===== config.mk =====
export PLATFORM = sky130hd
export DESIGN_NAME = duration_arithmetic_unit
export DESIGN_NICKNAME = d
export VERILOG_FILES = /design/src/rtl/core/dau_pkg.sv /design/src/rtl/core/duration_arithmetic_unit.sv
export SDC_FILE = /design/constraint.sdc
export NUM_CORES = 2
export LEC_CHECK = 0
export BUFFER_PORTS_ARGS = -buffer_cell sky130_fd_sc_hd__buf_2
export CAP_MARGIN = 5
export CORE_ASPECT_RATIO = 0.75
export CORE_MARGIN = 2
export CORE_UTILIZATION = 50
export DETAILED_ROUTE_END_ITERATION = 8
export HOLD_SLACK_MARGIN = 0.15
export MAX_ROUTING_LAYER = met4
export PLACE_DENSITY = 0.66
export SLEW_MARGIN = 15
export SYNTH_ARGS = -nofsm -noshare
export SYNTH_HDL_FRONTEND = slang
export SYNTH_SLANG_ARGS = --single-unit

===== constraint.sdc =====
create_clock -name i_clk -period 13.6 [get_ports i_clk]
set_clock_uncertainty 0.05 [all_clocks]
set_input_delay 0 -clock i_clk [delete_from_list [all_inputs] [get_ports i_clk]]
set_output_delay 0 -clock i_clk [all_outputs]
set_load 0.01 [all_outputs]

===== src/rtl/core/dau_pkg.sv =====
// Shared types, constants and constant-divisor helpers for the duration
// arithmetic unit. No dependencies.
package dau_pkg;

    // Command codes; unused codes act as normalize
    typedef enum logic [2:0] {
        CMD_NORM = 3'd0,
        CMD_ADD  = 3'd1,
        CMD_SUB  = 3'd2,
        CMD_MUL  = 3'd3,
        CMD_INC  = 3'd4,
        CMD_DEC  = 3'd5
    } t_cmd;

    typedef struct packed {
        logic [2:0]  cmd;
        logic [15:0] a_days;
        logic [15:0] a_hours;
        logic [15:0] a_minutes;
        logic [15:0] a_seconds;
        logic [15:0] b_days;
        logic [15:0] b_hours;
        logic [15:0] b_minutes;
        logic [15:0] b_seconds;
        logic [15:0] factor;
    } t_dur_in;

    typedef struct packed {
        logic [31:0] out_days;
        logic [4:0]  out_hours;
        logic [5:0]  out_minutes;
        logic [5:0]  out_seconds;
        logic        a_less;
        logic        a_equal;
        logic        a_greater;
        logic        overflow;
    } t_dur_out;

    // Compare flags of a against b
    typedef struct packed {
        logic lt;
        logic eq;
        logic gt;
    } t_cmp;

    localparam int unsigned SEC_PER_MIN  = 60;
    localparam int unsigned MIN_PER_HOUR = 60;
    localparam int unsigned HOUR_PER_DAY = 24;
    localparam int unsigned SEC_PER_HOUR = SEC_PER_MIN * MIN_PER_HOUR;
    localparam int unsigned SEC_PER_DAY  = SEC_PER_HOUR * HOUR_PER_DAY;

    // Seconds per day = 128 * 675: low 7 bits pass through the divide
    localparam int unsigned DAY_ODD      = 675;

    // Reciprocals: q = (x * RECIP) >> SHIFT, exact while x * error < 2**SHIFT
    localparam int unsigned RECIP_60     = 139811;
    localparam int unsigned SHIFT_60     = 23;
    localparam int unsigned RECIP_24     = 174763;
    localparam int unsigned SHIFT_24     = 22;
    localparam int unsigned RECIP_675    = 101806633;
    localparam int unsigned SHIFT_675    = 36;

    // Quotient by 60 of a 17-bit value
    function automatic logic [11:0] div60(input logic [16:0] x);
        logic [34:0] p;
        p = 35'(x) * 35'(RECIP_60);
        return 12'(p >> SHIFT_60);
    endfunction

    // Quotient by 24 of a 17-bit value
    function automatic logic [11:0] div24(input logic [16:0] x);
        logic [34:0] p;
        p = 35'(x) * 35'(RECIP_24);
        return 12'(p >> SHIFT_24);
    endfunction

    // Quotient by 675 of a 26-bit value
    function automatic logic [16:0] div675(input logic [25:0] x);
        logic [52:0] p;
        p = 53'(x) * 53'(RECIP_675);
        return 17'(p >> SHIFT_675);
    endfunction

endpackage


===== src/rtl/core/duration_arithmetic_unit.sv =====
// Duration arithmetic unit: ten-stage pipeline over days/hours/minutes/seconds.
// Depends on dau_pkg for payload types, command codes and divide helpers.
//
// Usage:
//   Drive i_req and raise start; the transfer happens at any rising edge with
//   start high and busy low. busy is held low, so one command may enter every
//   cycle.
//   Each result appears on o_res for exactly one cycle with o_strobe high,
//   once its command has passed all stages; results leave in command order.
//   The receiver cannot stall the unit and needs no handshake back.
// Throughput: one command per cycle. The stages hold a chain of constant
//   divides (seconds, minutes, hours per operand; the day split of the part;
//   the final hours/minutes/seconds split) around the pair build and command.
// Operands are first normalized to (days, second-of-day) pairs; the command
//   works on those pairs, a multiply splits into days*factor and
//   second-of-day*factor, and the latter is divided back into days.
// Reset (synchronous, active low) clears the valid bits only: commands in
//   flight are dropped and no strobe follows until a new command enters.
module duration_arithmetic_unit (
    input  logic              i_clk,
    input  logic              i_rst_n,
    input  logic              start,
    output logic              busy,
    input  dau_pkg::t_dur_in  i_req,
    output logic              o_strobe,
    output dau_pkg::t_dur_out o_res
);
    import dau_pkg::*;

    localparam int unsigned PIPE_DEPTH = 10;

    logic                  w_accept;
    logic [PIPE_DEPTH-1:0] r_vld;
    logic [PIPE_DEPTH-1:0] n_vld;

    // Operand fields, index 0 is a, 1 is b
    logic [15:0] w_d [2];
    logic [15:0] w_h [2];
    logic [15:0] w_m [2];
    logic [15:0] w_s [2];

    // Stage 1: seconds split
    logic [2:0]  r1_cmd;
    logic [15:0] r1_fac;
    logic [15:0] r1_d  [2];
    logic [15:0] r1_h  [2];
    logic [15:0] r1_m  [2];
    logic [11:0] r1_qs [2];
    logic [5:0]  r1_rs [2];
    logic [11:0] n1_qs [2];
    logic [5:0]  n1_rs [2];

    // Stage 2: minutes split
    logic [2:0]  r2_cmd;
    logic [15:0] r2_fac;
    logic [15:0] r2_d  [2];
    logic [15:0] r2_h  [2];
    logic [11:0] r2_qm [2];
    logic [5:0]  r2_rm [2];
    logic [5:0]  r2_rs [2];
    logic [16:0] n2_mt [2];
    logic [11:0] n2_qm [2];
    logic [5:0]  n2_rm [2];

    // Stage 3: hours split
    logic [2:0]  r3_cmd;
    logic [15:0] r3_fac;
    logic [15:0] r3_d  [2];
    logic [11:0] r3_qh [2];
    logic [4:0]  r3_rh [2];
    logic [5:0]  r3_rm [2];
    logic [5:0]  r3_rs [2];
    logic [16:0] n3_ht [2];
    logic [11:0] n3_qh [2];
    logic [4:0]  n3_rh [2];

    // Stage 4: (days, second-of-day) pairs
    logic [2:0]  r4_cmd;
    logic [15:0] r4_fac;
    logic [16:0] r4_dd [2];
    logic [16:0] r4_sd [2];
    logic [16:0] n4_dd [2];
    logic [16:0] n4_sd [2];

    // Stage 5: compare and apply command
    logic [32:0] r5_days;
    logic [32:0] r5_part;
    t_cmp        r5_cmp;
    logic [32:0] n5_days;
    logic [32:0] n5_part;
    t_cmp        n5_cmp;
    logic [17:0] w5_sum;

    // Stage 6: days carried by the second-of-day part
    logic [32:0] r6_days;
    logic [32:0] r6_part;
    logic [16:0] r6_q;
    t_cmp        r6_cmp;

    // Stage 7: day total and seconds taken by whole days
    logic [32:0] r7_days;
    logic [32:0] r7_part;
    logic [32:0] r7_qsec;
    t_cmp        r7_cmp;

    // Stage 8: second-of-day and saturation
    logic [31:0] r8_days;
    logic [16:0] r8_sod;
    logic        r8_ovf;
    t_cmp        r8_cmp;
    logic [16:0] n8_sod;

    // Stage 9: seconds and total minutes of the result
    logic [31:0] r9_days;
    logic [10:0] r9_qm;
    logic [5:0]  r9_sec;
    logic        r9_ovf;
    t_cmp        r9_cmp;
    logic [11:0] n9_qm;

    // Stage 10: output register
    t_dur_out    r_res;
    t_dur_out    n_res;
    logic [11:0] n10_hr;

    // The pipeline never stalls
    assign busy     = 1'b0;
    assign w_accept = start && !busy;
    assign n_vld    = {r_vld[PIPE_DEPTH-2:0], w_accept};
    assign o_strobe = r_vld[PIPE_DEPTH-1];
    assign o_res    = r_res;

    // Advance valid bits; clear on reset
    always_ff @(posedge i_clk) begin
        if (!i_rst_n) begin
            r_vld <= '0;
        end else begin
            r_vld <= n_vld;
        end
    end

    assign w_d[0] = i_req.a_days;
    assign w_h[0] = i_req.a_hours;
    assign w_m[0] = i_req.a_minutes;
    assign w_s[0] = i_req.a_seconds;
    assign w_d[1] = i_req.b_days;
    assign w_h[1] = i_req.b_hours;
    assign w_m[1] = i_req.b_minutes;
    assign w_s[1] = i_req.b_seconds;

    // Stages 1 to 4: normalize both operands
    always_comb begin
        for (int i = 0; i < 2; i++) begin
            n1_qs[i] = div60(17'(w_s[i]));
            n1_rs[i] = 6'(17'(w_s[i]) - 17'(n1_qs[i]) * 17'(SEC_PER_MIN));
            n2_mt[i] = 17'(r1_m[i]) + 17'(r1_qs[i]);
            n2_qm[i] = div60(n2_mt[i]);
            n2_rm[i] = 6'(n2_mt[i] - 17'(n2_qm[i]) * 17'(MIN_PER_HOUR));
            n3_ht[i] = 17'(r2_h[i]) + 17'(r2_qm[i]);
            n3_qh[i] = div24(n3_ht[i]);
            n3_rh[i] = 5'(n3_ht[i] - 17'(n3_qh[i]) * 17'(HOUR_PER_DAY));
            n4_dd[i] = 17'(r3_d[i]) + 17'(r3_qh[i]);
            n4_sd[i] = 17'(r3_rh[i]) * 17'(SEC_PER_HOUR)
                     + 17'(r3_rm[i]) * 17'(SEC_PER_MIN) + 17'(r3_rs[i]);
        end
    end

    always_ff @(posedge i_clk) begin
        r1_cmd <= i_req.cmd;
        r1_fac <= i_req.factor;
        r2_cmd <= r1_cmd;
        r2_fac <= r1_fac;
        r3_cmd <= r2_cmd;
        r3_fac <= r2_fac;
        r4_cmd <= r3_cmd;
        r4_fac <= r3_fac;
        for (int i = 0; i < 2; i++) begin
            r1_d[i]  <= w_d[i];
            r1_h[i]  <= w_h[i];
            r1_m[i]  <= w_m[i];
            r1_qs[i] <= n1_qs[i];
            r1_rs[i] <= n1_rs[i];
            r2_d[i]  <= r1_d[i];
            r2_h[i]  <= r1_h[i];
            r2_qm[i] <= n2_qm[i];
            r2_rm[i] <= n2_rm[i];
            r2_rs[i] <= r1_rs[i];
            r3_d[i]  <= r2_d[i];
            r3_qh[i] <= n3_qh[i];
            r3_rh[i] <= n3_rh[i];
            r3_rm[i] <= r2_rm[i];
            r3_rs[i] <= r2_rs[i];
            r4_dd[i] <= n4_dd[i];
            r4_sd[i] <= n4_sd[i];
        end
    end

    // Stage 5: compare totals and apply the command on (days, second-of-day)
    always_comb begin
        n5_cmp.lt = {r4_dd[0], r4_sd[0]} <  {r4_dd[1], r4_sd[1]};
        n5_cmp.eq = {r4_dd[0], r4_sd[0]} == {r4_dd[1], r4_sd[1]};
        n5_cmp.gt = {r4_dd[0], r4_sd[0]} >  {r4_dd[1], r4_sd[1]};
        w5_sum    = 18'(r4_sd[0]) + 18'(r4_sd[1]);
        n5_days   = 33'(r4_dd[0]);
        n5_part   = 33'(r4_sd[0]);
        case (r4_cmd)
            CMD_ADD: begin
                if (w5_sum >= 18'(SEC_PER_DAY)) begin
                    n5_days = 33'(r4_dd[0]) + 33'(r4_dd[1]) + 33'd1;
                    n5_part = 33'(w5_sum - 18'(SEC_PER_DAY));
                end else begin
                    n5_days = 33'(r4_dd[0]) + 33'(r4_dd[1]);
                    n5_part = 33'(w5_sum);
                end
            end
            CMD_SUB: begin
                if (!n5_cmp.gt) begin
                    n5_days = '0;
                    n5_part = '0;
                end else if (r4_sd[0] >= r4_sd[1]) begin
                    n5_days = 33'(r4_dd[0] - r4_dd[1]);
                    n5_part = 33'(r4_sd[0] - r4_sd[1]);
                end else begin
                    n5_days = 33'(r4_dd[0] - r4_dd[1] - 17'd1);
                    n5_part = 33'(18'(r4_sd[0]) + 18'(SEC_PER_DAY) - 18'(r4_sd[1]));
                end
            end
            CMD_MUL: begin
                n5_days = 33'(r4_dd[0]) * 33'(r4_fac);
                n5_part = 33'(r4_sd[0]) * 33'(r4_fac);
            end
            CMD_INC: begin
                if (r4_sd[0] == 17'(SEC_PER_DAY - 1)) begin
                    n5_days = 33'(r4_dd[0]) + 33'd1;
                    n5_part = '0;
                end else begin
                    n5_part = 33'(r4_sd[0] + 17'd1);
                end
            end
            CMD_DEC: begin
                if (r4_sd[0] != '0) begin
                    n5_part = 33'(r4_sd[0] - 17'd1);
                end else if (r4_dd[0] != '0) begin
                    n5_days = 33'(r4_dd[0] - 17'd1);
                    n5_part = 33'(SEC_PER_DAY - 1);
                end else begin
                    n5_days = '0;
                    n5_part = '0;
                end
            end
            default: begin
                n5_days = 33'(r4_dd[0]);
                n5_part = 33'(r4_sd[0]);
            end
        endcase
    end

    // Stage 8: drop whole days from the part, saturate the day count
    always_comb begin
        n8_sod = 17'(r7_part - r7_qsec);
        if (r7_days[32]) begin
            n8_sod = 17'(SEC_PER_DAY - 1);
        end
    end

    // Stages 9 and 10: split second-of-day into h/m/s
    assign n9_qm  = div60(r8_sod);
    assign n10_hr = div60(17'(r9_qm));

    always_comb begin
        n_res.out_days    = r9_days;
        n_res.out_hours   = 5'(n10_hr);
        n_res.out_minutes = 6'(12'(r9_qm) - n10_hr * 12'(MIN_PER_HOUR));
        n_res.out_seconds = r9_sec;
        n_res.a_less      = r9_cmp.lt;
        n_res.a_equal     = r9_cmp.eq;
        n_res.a_greater   = r9_cmp.gt;
        n_res.overflow    = r9_ovf;
    end

    // Stages 5 to 10 payload registers
    always_ff @(posedge i_clk) begin
        r5_days <= n5_days;
        r5_part <= n5_part;
        r5_cmp  <= n5_cmp;

        // Part is below 86400 * 2**16; divide its upper bits by 675
        r6_days <= r5_days;
        r6_part <= r5_part;
        r6_q    <= div675(r5_part[32:7]);
        r6_cmp  <= r5_cmp;

        r7_days <= r6_days + 33'(r6_q);
        r7_part <= r6_part;
        r7_qsec <= 33'(r6_q) * 33'(SEC_PER_DAY);
        r7_cmp  <= r6_cmp;

        r8_days <= r7_days[32] ? '1 : r7_days[31:0];
        r8_sod  <= n8_sod;
        r8_ovf  <= r7_days[32];
        r8_cmp  <= r7_cmp;

        r9_days <= r8_days;
        r9_qm   <= 11'(n9_qm);
        r9_sec  <= 6'(r8_sod - 17'(n9_qm) * 17'(SEC_PER_MIN));
        r9_ovf  <= r8_ovf;
        r9_cmp  <= r8_cmp;

        r_res   <= n_res;
    end

    // Every accepted command yields a strobe after the pipeline latency
    a_latency: assert property (@(posedge i_clk) disable iff (!i_rst_n)
        w_accept |-> ##PIPE_DEPTH o_strobe)
        else $error("accepted command produced no result strobe");

    // Exactly one compare flag per result
    a_cmp_onehot: assert property (@(posedge i_clk) disable iff (!i_rst_n)
        o_strobe |-> $onehot({o_res.a_less, o_res.a_equal, o_res.a_greater}))
        else $error("compare flags not one-hot");

    // Result fields are normalized
    a_norm: assert property (@(posedge i_clk) disable iff (!i_rst_n)
        o_strobe |-> (o_res.out_hours < 5'd24) && (o_res.out_minutes < 6'd60)
                     && (o_res.out_seconds < 6'd60))
        else $error("result not normalized");

    // Saturation gives the largest duration
    a_sat: assert property (@(posedge i_clk) disable iff (!i_rst_n)
        (o_strobe && o_res.overflow) |-> (o_res.out_days == '1)
            && (o_res.out_hours == 5'd23) && (o_res.out_minutes == 6'd59)
            && (o_res.out_seconds == 6'd59))
        else $error("overflow result not saturated");

endmodule

==> flow_summary_export.csv <==
group,metric,value,unit
grt,grt.overflow.total,0,
sta,final_max_slew_viol_count,0,
yosys,synth_flop_cell,"dfxtp_1",
grt,grt_util_all_layers,25.3,%
yosys,synth_fp_nets,11700,
critical_path,crit_type,"flop to flop",
sta,finalHoldViolCount,0,
detailed_routing,drt-met1-wl,97400,um
grt,grt_pass1_vias,64900,
critical_path,critPathMaxStageDelay,600,ps
sta,period_share,69.2,%
yosys,synthCells,8770,
floorplan,fp-row-count,131,
clock_network,cts.sinks,847,
cells_and_area,regArea,17000,um2
yosys,yosys.area_share.simple,9.44,%
flow_run,cap_violations,0,
status,status,"finished, final reports clean",
detailed_routing,top_layer,"met4",
yosys,synth_top_family_by_area,"adder cells",
clock_network,worstSkewPairLatency,740,ps
critical_path,crit_top_cell,"ha_1",
yosys,ys_ff_latch,847,
placement,hpwl,167000,um
yosys,synth_top_cell_by_area,"ha_1",
floorplan,initial_core_util,50.5,%
yosys,synth_mux_area_share,0.141,%
clock_network,cts_buffers,91,
placement,port_buffers,203,
floorplan,die_x,483,um
yosys,synth-async-reset-ratio,0,%
grt,grt_max_degree,41,
yosys,netlist_top_cells_area,"ha_1, fa_1, dfxtp_1",
detailed_routing,antenna_left,0,
clock_network,cts_tree,"yes",
clock_network,htreeDepth,3,
floorplan,die_h,364,um
critical_path,crit_arrival,9950,ps
cells_and_area,syn_to_final_growth,11.1,%
detailed_routing,dr_wl_met2,94700,um
cells_and_area,drive_gt1_share,5.78,%
yosys,synth-adder-area-share,48.8,%
yosys,avgSynthCellArea,9.83,um2
placement,place_congestion,0.936,
floorplan,die-area,176000,um2
critical_path,cpMaxStageDelayCell,"o21ai_0",
detailed_routing,wl_per_cell,18.3,um
clock_network,clkSlewWorstSetupHoldPaths,60,ps
sta,fmax,0.106,GHz
clock_network,postCtsSetupBuffers,0,
sta,slew_headroom,23.3,%
sta,tightest_slew,1140,ps
cells_and_area,fillers,14700,
detailed_routing,vias,61500,
critical_path,worstPathRequired,14140,ps
sta,fin_crit,9410,ps
cells_and_area,multi_input_area,62100,um2
detailed_routing,drc,0,
grt,antenna_found_initial,11,
cells_and_area,mostFrequentLayoutCells,"ha_1, inv_1, fa_1, dfxtp_1, nand2_1",
detailed_routing,first_iter_violations,3735,
hold_path,hp-class,"input port to flop",
yosys,yosysSeqAreaShare,19.7,%
yosys,synth-xor-area-share,4.91,%
sta,whs,209,ps
floorplan,ioPinCount,205,
critical_path,start_kind,"flop",
critical_path,cp-end-kind,"flop",
sta,fin_ws,4190,ps
yosys,synth_edf_count,0,
yosys,yosysWarnings,0,
clock_network,clk_path_buf_depth,3,
sta,rsz0062_at_grt,"no",
placement,pre_cts_slack,4230,ps
clock_network,ctsResizeCount,0,
cells_and_area,layout.nets,12100,
yosys,synth.distinct_cells,99,
yosys,synth_top_area_share,25.1,%
floorplan,core,171000,um2
detailed_routing,drt_wl_total,211000,um
cells_and_area,mostFrequentLayoutCell,"ha_1",
detailed_routing,wl_met3,14000,um
grt,grt_pass1_wl,347000,um
clock_network,ctsHoldBuffers,279,
yosys,synth_compound_area_share,8.77,%
sta,tns,0,ps
detailed_routing,viasPerCell,5.32,
clock_network,cts-root-buf,"clkbuf_16",
critical_path,crit_fanout,5,
yosys,syn_area,86200,um2
detailed_routing,drt_pass1_iterations,6,
sta,setup_viol,0,
[final timing paths]
kind | to | depth (start not counted) | slack, ps | start
worst max-delay path | r2_rm[0][11] | 37 | 4190 | r1_qs[0][11]
worst max register to register | r2_rm[0][11] | 37 | 4190 | r1_qs[0][11]
worst min-delay path | r1_qs[0][16] | 7 | 210 | i_req[27]
worst min register to register | r2_rs[0][9] | 0 | 250 | r1_rs[0][9]
[worst max-delay path, delay by kind of cell, from the launching register on]
family          cells  cell delay [ps]
fa+ha+maj          12             4240
compound gates     15             3370
simple gates        4              730
xor+xnor            3              410
flops               1              300
buf+inv             3              170
[area by class of cell]
| type | count | area share, % |
|---|---|---|
| diodes | 11 | 0.0287 |
| clock buffers | 117 | 2.64 |
| clock inverters | 52 | 0.659 |
| inverters | 1682 | 6.59 |
| multi-input cells | 6026 | 64.9 |
| flip-flops and latches | 847 | 17.7 |
| well taps | 2261 | 2.95 |
| repair buffers | 554 | 4.54 |
[layer usage]
layer  track usage (%)  up-vias
li1                  -    29400
met5                 -        -
met4              6.21        0
met2              39.8     1686
met1              33.9    30000
met3              4.59      334
[synthesized netlist by cell type, drive strengths merged, types with 102 or more instances]
cell type     n
o21ai       192
nand2       559
xnor2       349
and2        210
nor2        277
nor3        103
xor2        134
a21o        116
clkbuf      181
fa         1018
nand3       102
dfxtp       847
ha         1730
a21oi       317
inv        1681
[flip-flops by register name (all words and copies together) (netlist names), 33 cells and up]
name     count
r4_dd       34
r5_part     33
r4_sd       34
r7_days     33
o_res       53
r5_days     33
r6_days     33
[cells by family (layout without fill, tap and decap cells)]
logic type      count (synthesis)  after routing
fa+ha+maj                    2748           2748
simple gates                 1644           1644
buf+inv                      1897           2405
flops                         847            847
other cells                     1             12
compound gates               1138           1138
xor+xnor                      483            483
mux                            12             12
[metrics by stage]
step | cell area [um2] | instances | util (%)
after floorplan | 86200 | 8770 | -
after global placement | 89800 | 11100 | 52.6
after detailed placement | 89800 | 11100 | 52.6
after CTS | 95700 | 11500 | 56.1
after global routing | 95700 | 11500 | 56.1
final | 95800 | 11600 | 56.1
Power is not shown: default switching activity piles up to over one toggle a cycle in this logic, so the estimate is an artifact.
